$ cat src/wsp_pkg.sv
// Shared types and constants for the WAV stream PCM decoder.
// No dependencies; imported by the parser, queue, output stage and top level.
package wsp_pkg;

    // Chunk and magic tags, first byte in the high bits
    localparam logic [31:0] TAG_RIFF = 32'h5249_4646;
    localparam logic [31:0] TAG_WAVE = 32'h5741_5645;
    localparam logic [31:0] TAG_FMT  = 32'h666D_7420;
    localparam logic [31:0] TAG_DATA = 32'h6461_7461;

    localparam logic [31:0] FMT_LEN = 32'd16;
    localparam logic [7:0]  PCM_OFFSET = 8'd128;

    // Result kinds
    localparam logic [1:0] KIND_SAMPLE = 2'd0;
    localparam logic [1:0] KIND_HEADER = 2'd1;
    localparam logic [1:0] KIND_ERROR  = 2'd2;
    localparam logic [1:0] KIND_END    = 2'd3;

    // Status codes
    localparam logic [3:0] ST_OK        = 4'd0;
    localparam logic [3:0] ST_NOT_RIFF  = 4'd1;
    localparam logic [3:0] ST_NOT_WAVE  = 4'd2;
    localparam logic [3:0] ST_SHORT_FMT = 4'd3;
    localparam logic [3:0] ST_NOT_PCM   = 4'd4;
    localparam logic [3:0] ST_CHANNELS  = 4'd5;
    localparam logic [3:0] ST_RATE      = 4'd6;
    localparam logic [3:0] ST_BITS      = 4'd7;
    localparam logic [3:0] ST_NO_DATA   = 4'd8;
    localparam logic [3:0] ST_TRUNC     = 4'd9;

    // One queued result: word is the raw sample bytes or the frame count
    typedef struct packed {
        logic [1:0]  kind;
        logic [3:0]  status;
        logic [31:0] word;
        logic [30:0] rate;
        logic [1:0]  channels;
        logic        width_16;
        logic        fin;
    } wsp_rec_t;

endpackage

$ cat src/wsp_parse.sv
// Front end: byte-serial RIFF/WAVE chunk parser that classifies each byte.
// Depends on wsp_pkg; pushes at most one result record per accepted byte.
module wsp_parse (
    input  logic              clk,
    input  logic              rst_n,
    input  logic              in_fire,
    input  logic [7:0]        file_byte,
    input  logic              end_of_file,
    output logic              push,
    output wsp_pkg::wsp_rec_t rec
);
    import wsp_pkg::*;

    typedef enum logic [8:0] {
        PH_RIFF = 9'b000000001,
        PH_SIZE = 9'b000000010,
        PH_WAVE = 9'b000000100,
        PH_HEAD = 9'b000001000,
        PH_FMT  = 9'b000010000,
        PH_SKIP = 9'b000100000,
        PH_DATA = 9'b001000000,
        PH_TAIL = 9'b010000000,
        PH_DEAD = 9'b100000000
    } phase_t;

    phase_t      phase_reg, phase_next;
    logic [4:0]  idx_reg, idx_next;
    logic [31:0] tag_reg, tag_next;
    logic [31:0] left_reg, left_next;
    logic [31:0] buf_reg, buf_next;
    logic [1:0]  ch_reg, ch_next;
    logic [30:0] rate_reg, rate_next;
    logic        w16_reg, w16_next;
    logic        fvalid_reg, fvalid_next;
    logic [31:0] frames_reg, frames_next;
    logic [2:0]  fbytes_reg, fbytes_next;
    logic [1:0]  fbi_reg, fbi_next;
    logic        pad_reg, pad_next;

    logic [3:0]  err;
    logic        fin;
    logic [31:0] byte_w;
    logic [31:0] len;
    logic [1:0]  shamt;

    assign byte_w = {24'd0, file_byte};

    // Parse one byte
    always_comb
    begin
        phase_next  = phase_reg;
        idx_next    = idx_reg;
        tag_next    = tag_reg;
        left_next   = left_reg;
        buf_next    = buf_reg;
        ch_next     = ch_reg;
        rate_next   = rate_reg;
        w16_next    = w16_reg;
        fvalid_next = fvalid_reg;
        frames_next = frames_reg;
        fbytes_next = fbytes_reg;
        fbi_next    = fbi_reg;
        pad_next    = pad_reg;
        err   = ST_OK;
        fin   = 1'b0;
        push  = 1'b0;
        rec   = '0;
        len   = '0;
        shamt = '0;
        if (in_fire)
        begin
            unique case (phase_reg)
                PH_RIFF, PH_WAVE:
                begin
                    tag_next = {tag_reg[23:0], file_byte};
                    if (idx_reg >= 5'd3)
                    begin
                        idx_next = '0;
                        if (phase_reg == PH_RIFF)
                        begin
                            if (tag_next != TAG_RIFF) err = ST_NOT_RIFF;
                            else phase_next = PH_SIZE;
                        end
                        else
                        begin
                            if (tag_next != TAG_WAVE) err = ST_NOT_WAVE;
                            else phase_next = PH_HEAD;
                        end
                    end
                    else
                        idx_next = idx_reg + 5'd1;
                end
                PH_SIZE:
                begin
                    if (idx_reg >= 5'd3)
                    begin
                        idx_next   = '0;
                        phase_next = PH_WAVE;
                    end
                    else
                        idx_next = idx_reg + 5'd1;
                end
                PH_HEAD:
                begin
                    if (idx_reg < 5'd4)
                    begin
                        tag_next = (idx_reg == 5'd0) ? byte_w : {tag_reg[23:0], file_byte};
                        idx_next = idx_reg + 5'd1;
                    end
                    else
                    begin
                        buf_next = (idx_reg == 5'd4) ? byte_w
                                 : (buf_reg | (byte_w << {idx_reg[1:0], 3'b000}));
                        if (idx_reg < 5'd7)
                            idx_next = idx_reg + 5'd1;
                        else
                        begin
                            len       = buf_next;
                            pad_next  = len[0];
                            left_next = len;
                            idx_next  = '0;
                            if (tag_reg == TAG_FMT)
                            begin
                                fvalid_next = 1'b0;
                                if (len < FMT_LEN)
                                    err = ST_SHORT_FMT;
                                else
                                begin
                                    left_next  = len - FMT_LEN;
                                    phase_next = PH_FMT;
                                end
                            end
                            else if (tag_reg == TAG_DATA && fvalid_reg && len != 32'd0)
                            begin
                                shamt       = {1'b0, ch_reg == 2'd2} + {1'b0, w16_reg};
                                frames_next = len >> shamt;
                                fbytes_next = 3'd1 << shamt;
                                fbi_next    = '0;
                                buf_next    = '0;
                                push         = 1'b1;
                                rec.kind     = KIND_HEADER;
                                rec.word     = frames_next;
                                rec.rate     = rate_reg;
                                rec.channels = ch_reg;
                                rec.width_16 = w16_reg;
                                phase_next = (frames_next == 32'd0) ? PH_TAIL : PH_DATA;
                            end
                            else
                                phase_next = (len != 32'd0) ? PH_SKIP : PH_HEAD;
                        end
                    end
                end
                PH_FMT:
                begin
                    unique case (idx_reg)
                        5'd0, 5'd2, 5'd4, 5'd14: buf_next = byte_w;
                        5'd1, 5'd3, 5'd15:       buf_next = buf_reg | (byte_w << 8);
                        5'd5, 5'd6, 5'd7:
                            buf_next = buf_reg | (byte_w << {idx_reg[1:0], 3'b000});
                        default:                 buf_next = buf_reg;
                    endcase
                    if (idx_reg == 5'd1 && buf_next != 32'd1)
                        err = ST_NOT_PCM;
                    if (idx_reg == 5'd3)
                    begin
                        if (buf_next != 32'd1 && buf_next != 32'd2) err = ST_CHANNELS;
                        else ch_next = buf_next[1:0];
                    end
                    if (idx_reg == 5'd7)
                    begin
                        if (buf_next == 32'd0 || buf_next[31]) err = ST_RATE;
                        else rate_next = buf_next[30:0];
                    end
                    if (idx_reg >= 5'd15)
                    begin
                        if (buf_next != 32'd8 && buf_next != 32'd16)
                            err = ST_BITS;
                        else
                        begin
                            w16_next    = (buf_next == 32'd16);
                            fvalid_next = 1'b1;
                            phase_next  = (left_reg != 32'd0 || pad_reg) ? PH_SKIP : PH_HEAD;
                            idx_next    = '0;
                        end
                    end
                    else
                        idx_next = idx_reg + 5'd1;
                end
                PH_SKIP:
                begin
                    if (left_reg != 32'd0) left_next = left_reg - 32'd1;
                    else pad_next = 1'b0;
                    if (left_next == 32'd0 && !pad_next) phase_next = PH_HEAD;
                    idx_next = '0;
                end
                PH_DATA:
                begin
                    buf_next = (fbi_reg == 2'd0) ? byte_w
                             : (buf_reg | (byte_w << {fbi_reg, 3'b000}));
                    if (({1'b0, fbi_reg} + 3'd1) >= fbytes_reg)
                    begin
                        push         = 1'b1;
                        rec.kind     = KIND_SAMPLE;
                        rec.word     = buf_next;
                        rec.channels = ch_reg;
                        rec.width_16 = w16_reg;
                        fbi_next     = '0;
                        if (frames_reg != 32'd0) frames_next = frames_reg - 32'd1;
                        if (frames_next == 32'd0) phase_next = PH_TAIL;
                    end
                    else
                        fbi_next = fbi_reg + 2'd1;
                end
                PH_TAIL: ;
                PH_DEAD: ;
                default: phase_next = PH_DEAD;
            endcase

            // Report the first failure and stop the file
            if (err != ST_OK)
            begin
                push       = 1'b1;
                rec        = '0;
                rec.kind   = KIND_ERROR;
                rec.status = err;
                rec.fin    = 1'b1;
                fin        = 1'b1;
                phase_next = PH_DEAD;
            end

            // Close the file on its last byte
            if (end_of_file && !fin)
            begin
                priority if (phase_next == PH_RIFF || phase_next == PH_SIZE
                             || phase_next == PH_WAVE)
                begin
                    push = 1'b1; rec = '0;
                    rec.kind = KIND_ERROR; rec.status = ST_TRUNC; rec.fin = 1'b1;
                end
                else if (phase_next == PH_FMT)
                begin
                    push = 1'b1; rec = '0;
                    rec.kind = KIND_ERROR; rec.status = ST_SHORT_FMT; rec.fin = 1'b1;
                end
                else if (phase_next == PH_HEAD || phase_next == PH_SKIP)
                begin
                    push = 1'b1; rec = '0;
                    rec.kind = KIND_ERROR; rec.status = ST_NO_DATA; rec.fin = 1'b1;
                end
                else if (phase_next == PH_DATA)
                begin
                    push = 1'b1; rec = '0;
                    rec.kind = KIND_END; rec.status = ST_TRUNC; rec.fin = 1'b1;
                end
                else if (phase_next == PH_TAIL)
                begin
                    if (push)
                        rec.fin = 1'b1;
                    else
                    begin
                        push = 1'b1; rec = '0;
                        rec.kind = KIND_END; rec.status = ST_OK; rec.fin = 1'b1;
                    end
                end
                else
                begin
                    push = push;
                end
            end

            // Return to the reset state for the next file
            if (end_of_file)
            begin
                phase_next  = PH_RIFF;
                idx_next    = '0;
                tag_next    = '0;
                left_next   = '0;
                buf_next    = '0;
                ch_next     = '0;
                rate_next   = '0;
                w16_next    = 1'b0;
                fvalid_next = 1'b0;
                frames_next = '0;
                fbytes_next = '0;
                fbi_next    = '0;
                pad_next    = 1'b0;
            end
        end
    end

    // Hold parser state
    always_ff @(posedge clk or negedge rst_n)
    begin
        if (!rst_n)
        begin
            phase_reg  <= PH_RIFF;
            idx_reg    <= '0;
            tag_reg    <= '0;
            left_reg   <= '0;
            buf_reg    <= '0;
            ch_reg     <= '0;
            rate_reg   <= '0;
            w16_reg    <= 1'b0;
            fvalid_reg <= 1'b0;
            frames_reg <= '0;
            fbytes_reg <= '0;
            fbi_reg    <= '0;
            pad_reg    <= 1'b0;
        end
        else
        begin
            phase_reg  <= phase_next;
            idx_reg    <= idx_next;
            tag_reg    <= tag_next;
            left_reg   <= left_next;
            buf_reg    <= buf_next;
            ch_reg     <= ch_next;
            rate_reg   <= rate_next;
            w16_reg    <= w16_next;
            fvalid_reg <= fvalid_next;
            frames_reg <= frames_next;
            fbytes_reg <= fbytes_next;
            fbi_reg    <= fbi_next;
            pad_reg    <= pad_next;
        end
    end

    // Frames only count down while samples are being produced
    a_data_has_frames: assert property (@(posedge clk) disable iff (!rst_n)
        phase_reg == PH_DATA |-> frames_reg != 32'd0)
        else $error("data phase with no frames left");
    a_push_on_fire: assert property (@(posedge clk) disable iff (!rst_n)
        push |-> in_fire)
        else $error("result without an accepted byte");
    a_eof_resets: assert property (@(posedge clk) disable iff (!rst_n)
        in_fire && end_of_file |=> phase_reg == PH_RIFF)
        else $error("parser did not restart after end of file");

endmodule

$ cat src/wsp_fifo.sv
// Short result queue between the parser and the output stage.
// Depends on wsp_pkg for the record type.
module wsp_fifo #(
    parameter int DEPTH = 4
) (
    input  logic              clk,
    input  logic              rst_n,
    input  logic              push,
    input  wsp_pkg::wsp_rec_t push_rec,
    output logic              full,
    input  logic              pop,
    output logic              head_valid,
    output wsp_pkg::wsp_rec_t head_rec
);
    import wsp_pkg::*;

    localparam int PW = (DEPTH > 1) ? $clog2(DEPTH) : 1;
    localparam int CW = $clog2(DEPTH + 1);

    wsp_rec_t        mem_reg [DEPTH];
    logic [PW-1:0]   wr_reg, wr_next, rd_reg, rd_next;
    logic [CW-1:0]   cnt_reg, cnt_next;

    assign full       = (cnt_reg == CW'(DEPTH));
    assign head_valid = (cnt_reg != '0);
    assign head_rec   = mem_reg[rd_reg];

    // Advance pointers and count
    always_comb
    begin
        wr_next  = wr_reg;
        rd_next  = rd_reg;
        cnt_next = cnt_reg;
        if (push)
            wr_next = (wr_reg == PW'(DEPTH - 1)) ? '0 : wr_reg + PW'(1);
        if (pop)
            rd_next = (rd_reg == PW'(DEPTH - 1)) ? '0 : rd_reg + PW'(1);
        if (push && !pop)
            cnt_next = cnt_reg + CW'(1);
        else if (pop && !push)
            cnt_next = cnt_reg - CW'(1);
    end

    always_ff @(posedge clk or negedge rst_n)
    begin
        if (!rst_n)
        begin
            wr_reg  <= '0;
            rd_reg  <= '0;
            cnt_reg <= '0;
        end
        else
        begin
            wr_reg  <= wr_next;
            rd_reg  <= rd_next;
            cnt_reg <= cnt_next;
        end
    end

    // Store entries
    always_ff @(posedge clk)
    begin
        if (push)
            mem_reg[wr_reg] <= push_rec;
    end

    a_no_overflow: assert property (@(posedge clk) disable iff (!rst_n)
        push |-> !full)
        else $error("push into full queue");
    a_no_underflow: assert property (@(posedge clk) disable iff (!rst_n)
        pop |-> head_valid)
        else $error("pop from empty queue");
    a_count_bound: assert property (@(posedge clk) disable iff (!rst_n)
        cnt_reg <= CW'(DEPTH))
        else $error("queue count out of range");

endmodule

$ cat src/wsp_out.sv
// Back end: formats queued records into result beats behind an output register.
// Depends on wsp_pkg; converts 8-bit PCM and duplicates mono.
module wsp_out (
    input  logic              clk,
    input  logic              rst_n,
    input  logic              head_valid,
    input  wsp_pkg::wsp_rec_t head_rec,
    output logic              pop,
    output logic              m_axis_tvalid,
    input  logic              m_axis_tready,
    output logic [111:0]      m_axis_tdata,
    output logic [1:0]        m_axis_tuser,
    output logic              m_axis_tlast
);
    import wsp_pkg::*;

    logic         valid_reg;
    logic [111:0] data_reg, data_next;
    logic [1:0]   user_reg;
    logic         last_reg;
    logic [15:0]  left_s, right_s;
    logic [30:0]  rate_f;
    logic [1:0]   ch_f;
    logic [4:0]   bits_f;
    logic [31:0]  frames_f;
    logic         stereo;

    assign pop = head_valid && (!valid_reg || m_axis_tready);
    assign stereo = (head_rec.channels == 2'd2);

    // Build sample and header fields
    always_comb
    begin
        left_s   = '0;
        right_s  = '0;
        rate_f   = '0;
        ch_f     = '0;
        bits_f   = '0;
        frames_f = '0;
        if (head_rec.kind == KIND_SAMPLE)
        begin
            if (head_rec.width_16)
            begin
                left_s  = head_rec.word[15:0];
                right_s = stereo ? head_rec.word[31:16] : head_rec.word[15:0];
            end
            else
            begin
                left_s  = {head_rec.word[7:0] ^ PCM_OFFSET, 8'd0};
                right_s = stereo ? {head_rec.word[15:8] ^ PCM_OFFSET, 8'd0} : left_s;
            end
        end
        else if (head_rec.kind == KIND_HEADER)
        begin
            rate_f   = head_rec.rate;
            ch_f     = head_rec.channels;
            bits_f   = head_rec.width_16 ? 5'd16 : 5'd8;
            frames_f = head_rec.word;
        end
        data_next = {6'd0, frames_f, bits_f, ch_f, rate_f, right_s, left_s, head_rec.status};
    end

    always_ff @(posedge clk or negedge rst_n)
    begin
        if (!rst_n)
            valid_reg <= 1'b0;
        else if (pop)
            valid_reg <= 1'b1;
        else if (m_axis_tready)
            valid_reg <= 1'b0;
    end

    // Load output payload
    always_ff @(posedge clk)
    begin
        if (pop)
        begin
            data_reg <= data_next;
            user_reg <= head_rec.kind;
            last_reg <= head_rec.fin;
        end
    end

    assign m_axis_tvalid = valid_reg;
    assign m_axis_tdata  = data_reg;
    assign m_axis_tuser  = user_reg;
    assign m_axis_tlast  = last_reg;

    a_hold_on_stall: assert property (@(posedge clk) disable iff (!rst_n)
        valid_reg && !m_axis_tready |-> !pop)
        else $error("output overwritten while stalled");
    a_fill_when_free: assert property (@(posedge clk) disable iff (!rst_n)
        head_valid && !valid_reg |=> valid_reg)
        else $error("output register not filled");
    a_last_only_end: assert property (@(posedge clk) disable iff (!rst_n)
        pop && head_rec.kind == KIND_ERROR |-> head_rec.fin)
        else $error("error result not final");

endmodule

$ cat src/wav_stream_pcm_decoder_core.sv
// WAV stream PCM decoder: one file byte per beat in, one result per beat out.
// Throughput: one byte per cycle while the queue is not full; the parser never stalls.
// Each result is written to the queue at the edge that accepts its byte and is
// then loaded into the output register once that register is free.
// The queue (QUEUE_DEPTH entries) absorbs output stalls; s_axis_tready drops when full.
// Reset (rst_n low, asynchronous) returns the parser to the RIFF magic and empties
// the queue and output register; the parser also restarts after every end-of-file byte.
module wav_stream_pcm_decoder_core #(
    parameter int QUEUE_DEPTH = 4
) (
    input  logic         clk,
    input  logic         rst_n,
    input  logic         s_axis_tvalid,
    output logic         s_axis_tready,
    input  logic [7:0]   s_axis_tdata,   // [7:0] file_byte
    input  logic         s_axis_tlast,   // end_of_file
    output logic         m_axis_tvalid,
    input  logic         m_axis_tready,
    // [3:0] status_code, [19:4] left_sample, [35:20] right_sample,
    // [66:36] sample_rate, [68:67] channel_count, [73:69] bits_per_channel,
    // [105:74] frame_count, [111:106] zero
    output logic [111:0] m_axis_tdata,
    output logic [1:0]   m_axis_tuser,   // [1:0] result_kind
    output logic         m_axis_tlast    // final_result
);
    import wsp_pkg::*;

    logic     in_fire;
    logic     push, full, pop, head_valid;
    wsp_rec_t push_rec, head_rec;

    assign s_axis_tready = !full;
    assign in_fire = s_axis_tvalid && s_axis_tready;

    // Classify bytes
    wsp_parse u_parse (
        .clk         (clk),
        .rst_n       (rst_n),
        .in_fire     (in_fire),
        .file_byte   (s_axis_tdata),
        .end_of_file (s_axis_tlast),
        .push        (push),
        .rec         (push_rec)
    );

    // Queue results
    wsp_fifo #(.DEPTH(QUEUE_DEPTH)) u_fifo (
        .clk        (clk),
        .rst_n      (rst_n),
        .push       (push),
        .push_rec   (push_rec),
        .full       (full),
        .pop        (pop),
        .head_valid (head_valid),
        .head_rec   (head_rec)
    );

    // Format and drive result beats
    wsp_out u_out (
        .clk           (clk),
        .rst_n         (rst_n),
        .head_valid    (head_valid),
        .head_rec      (head_rec),
        .pop           (pop),
        .m_axis_tvalid (m_axis_tvalid),
        .m_axis_tready (m_axis_tready),
        .m_axis_tdata  (m_axis_tdata),
        .m_axis_tuser  (m_axis_tuser),
        .m_axis_tlast  (m_axis_tlast)
    );

endmodule
$ cat config.mk
export PLATFORM = sky130hd
export DESIGN_NAME = wav_stream_pcm_decoder_core
export DESIGN_NICKNAME = d
export VERILOG_FILES = /design/src/wsp_pkg.sv /design/src/wsp_parse.sv /design/src/wsp_fifo.sv /design/src/wsp_out.sv /design/src/wav_stream_pcm_decoder_core.sv
export SDC_FILE = /design/constraint.sdc
export NUM_CORES = 1
export LEC_CHECK = 0
export BUFFER_PORTS_ARGS = -buffer_cell sky130_fd_sc_hd__buf_2
export CAP_MARGIN = 40
export CORE_UTILIZATION = 45
export DETAILED_ROUTE_END_ITERATION = 10
export GPL_TIMING_DRIVEN = 0
export PLACE_DENSITY = 0.61
export SYNTH_ARGS = -nofsm -noshare
export SYNTH_HDL_FRONTEND = slang
export SYNTH_HIERARCHICAL = 1
export SYNTH_SLANG_ARGS = --single-unit
$ cat constraint.sdc
create_clock -name clk -period 8.4 [get_ports clk]
set_input_delay 0.42 -clock clk [delete_from_list [all_inputs] [get_ports clk]]
set_output_delay 0.42 -clock clk [all_outputs]
set_load 0.05 [all_outputs]
==> out/metrics.cfg <==
[sta]
hold_viol = 0
max_slew_margin_pct = 34.03
finalClockSkew_ns = 0.02995
setup_viol = 0
tns_ns = 0
finalMaxSlewViolations = 0
timing.hold.ws_ns = 0.07030
fmax_mhz = 136.9
worstMarginPinSlew_ns = 0.9896
min_period_ns = 7.303
period_share_pct = 86.94
rsz0062_at_grt = false

[critical_path]
start_kind = register
crit_type = register to register
path_cells = buf_2, buf_1, inv_1, ha_1, nand4bb_1, o21ai_1, a22o_1, inv_1, ha_1, a21boi_0, nand2_1, nand4b_1, nand2b_1, o21ai_1, or2_2, clkbuf_1, clkbuf_1, a31oi_1, ha_1, inv_1, fa_1, mux2_2
crit_buf_inv = 7
cp_top_family = buffers and inverters
cpPeakStageDelay_ns = 0.63
worst_setup_path_end_kind = register
crit_required_ns = 8.92
cp.arrival_ns = 7.82
critical_path.slowest_cell = clkbuf_1
worstPathMaxFanout = 10

[synthesis]
synth_compound_area_share_pct = 16.76
yosysTopAreaCell = edfxtp_1
synth-seq-cells = 589
synthArstFlopShare_pct = 32.43
avgSynthCellArea_sq_um = 10.67
synth_xor_xnor_area_share_pct = 1.036
synth.mux.area_fraction_pct = 6.878
ys_warn_count = 6
synth_cells = 2932
synth-edff-count = 398
synth_top_area_share_pct = 38.19
yosys_most_used_dff = edfxtp_1
synth_top_family_by_area = simple AND/OR/NAND/NOR gates
yosysUniqueCellTypes = 104
syn_area_sq_um = 31290
seq_area_frac_synth_pct = 53.47
yosys.area_share.simple_pct = 17.23
synth_fa_ha_area_share_pct = 0.9037
ys_top_cells_by_area = edfxtp_1 38%, dfrtp_1 15%, mux4_2 5.5%, o21ai_0 3.7%, nand2_1 3.6%

[placement]
dp.cells = 4033
hpwlAfterDp_um = 90580
place.gp.congestion = 1.019
port_buffers = 119

[detailed_routing]
drc = 0
drtIter0Drc = 2947
vias = 26450
first_pass_iters = 6
totalWireLength_um = 120000
wl_per_cell_um = 28.87
vias_per_cell = 6.365
ant_nets = 0

[die]
dieArea_sq_um = 70590
die_w_um = 265.7
row_count = 96
num_io_pins = 130
start_util_pct = 45.54
dieHeight_um = 265.7
core_sq_um = 68710

[grt]
antenna_found_initial = 3
grt_pass1_wl_um = 174700
track_usage_pct = 33.90
grt_max_degree = 90
grt_overflow = 0
first_global_vias = 25400

[clock_network]
cts_setup_buffers = 0
clkTransAtPathRegs_ns = 0.06
numCtsBuffers = 66
clk_latency_ns = 0.63
clockBufferDepth = 3
clock_tree.root_cell = clkbuf_16
cts.sinks = 589
cts_tree = yes
cts_resized = 0
htreeDepth = 3

[finish]
final_nets = 3206
drive_above_1_share_pct = 14.21
syn_to_final_growth_pct = 14.17
finalNonFillerCells = 4155
largest_reg_flops = 292

[pwr]
power.density_nw_per_um2 = 341.9
irDropWorstVdd_uv = 223.2
leakage_nw = 13.52

[flow_run]
cap_violations = 0

[outcome]
status = finished clean

[min_path]
min_path_type = input port to register

[final timing paths]
kind,start,to,slack (ns),cells past startpoint
max reg2reg,u_parse/idx_reg[0],u_fifo/cnt_reg[1],1.10,22
min reg2reg,u_parse/rate_reg[29],u_parse/rate_reg[29],0.47,2
min,m_axis_tready,u_out/m_axis_tvalid,0.07,3
max,u_parse/idx_reg[0],u_fifo/cnt_reg[1],1.10,22
min in group asynchronous,rst_n,u_parse/frames_reg[14],0.21,2
max in group asynchronous,rst_n,u_parse/w16_reg,6.96,4
[power breakdown]
| part | switching, mW | internal [mW] |
|---|---|---|
| Sequential | 0.235 | 3.65 |
| Clock | 1.22 | 1.57 |
| Combinational | 3.88 | 1.66 |
[layout make-up]
type,count,area (sq um)
sequential,589,16730
timing repair buffer,163,1134
buffer,214,970.9
inverter,51,191.4
antenna,2,5.005
multi-input combinational,2086,13450
clock buffer,94,1827
fill,6187,32980
clock inverter,25,249.0
tap,931,1165
[cell usage in the layout (no fill, tap or decap), drive strengths merged, types with 10 or more instances in the layout]
| master | n |
|---|---|
| o22ai | 22 |
| nor2 | 305 |
| a22oi | 39 |
| nand3 | 47 |
| a22o | 10 |
| a221oi | 30 |
| or2 | 12 |
| a211oi | 28 |
| nand2b | 18 |
| nand2 | 303 |
| nor4 | 52 |
| or4 | 13 |
| and3 | 20 |
| ha | 21 |
| a21o | 30 |
| clkbuf | 232 |
| nor3 | 71 |
| inv | 55 |
| buf | 238 |
| dfrtp | 190 |
| xnor2 | 19 |
| nor2b | 20 |
| clkinv | 16 |
| and2 | 110 |
| nand4 | 38 |
| o31ai | 48 |
| nor4b | 11 |
| mux4 | 76 |
| o211ai | 18 |
| or3 | 20 |
| o21ai | 254 |
| a21oi | 179 |
| xor2 | 18 |
| mux2i | 35 |
| o41ai | 15 |
| a31oi | 40 |
| edfxtp | 398 |
[worst reg2reg max path: cells and delay by family, from the launching register on]
| family | cells | cell delay (ns) |
|---|---|---|
| multiplexers | 1 | 0.28 |
| adder cells (fa/ha/maj) | 4 | 1.31 |
| flip-flops | 1 | 0.53 |
| buffers and inverters | 7 | 2.25 |
| AO/OA/AOI/OAI | 5 | 1.66 |
| AND/OR/NAND/NOR | 5 | 1.17 |
[through the flow]
step	setup WS [ns]	power (mW)	area, sq um	util (%)
3_5_place_dp	1.306	9.372	33630	48.95
6_report	1.097	12.21	35720	52.00
4_1_cts	1.285	12.19	35720	51.99
5_1_grt	0.8095	12.77	35720	51.99
3_3_place_gp	-0.8339	9.312	33080	48.15
2_1_floorplan	2.007	7.684	31320	-
[per-layer routing]
| layer | share of wire, % | GRT usage (%) |
|---|---|---|
| met3 | 8.0 | 4.695 |
| met5 | 0.015 | 0 |
| met1 | 41 | 45.62 |
| met4 | 6.6 | 20.39 |
| met2 | 45 | 52.38 |
[timing repair]
item,4_1_cts,5_1_grt
hold buffers,1,0
hold endpoints to repair,42,0
endpoints found under the setup margin,0,0
[synthesized netlist by cell type, drive strengths merged (9+ instances only)]
cell and number:
a211oi 28, a21oi 179, or4 13, nand3b 9, o211ai 18, xnor2 19
and3 20, a31oi 40, edfxtp 398, o22ai 22, nor2b 20, o31ai 48
nor4 52, inv 50, mux2i 35, dfrtp 190, mux4 76, buf 76
xor2 18, and2 110, ha 21, nor4b 11, or2 12, o21ai 254
or3 20, a21o 30, nand2b 18, nand3 47, a22o 10, nor3 71
o41ai 15, nand4 38, a22oi 39, nand2 303, nor2 305, a221oi 30
clkbuf 138
[cell families after synthesis]
logic type | count (synthesis)
AOI/OAI and AO/OA | 815
other | 1
DFF | 589
xor gates and xnor gates | 37
muxes | 119
adders and majority gates | 22
and+or+nand+nor | 1084
buffers and inverters | 265
Power figures use the tool's default switching activity.
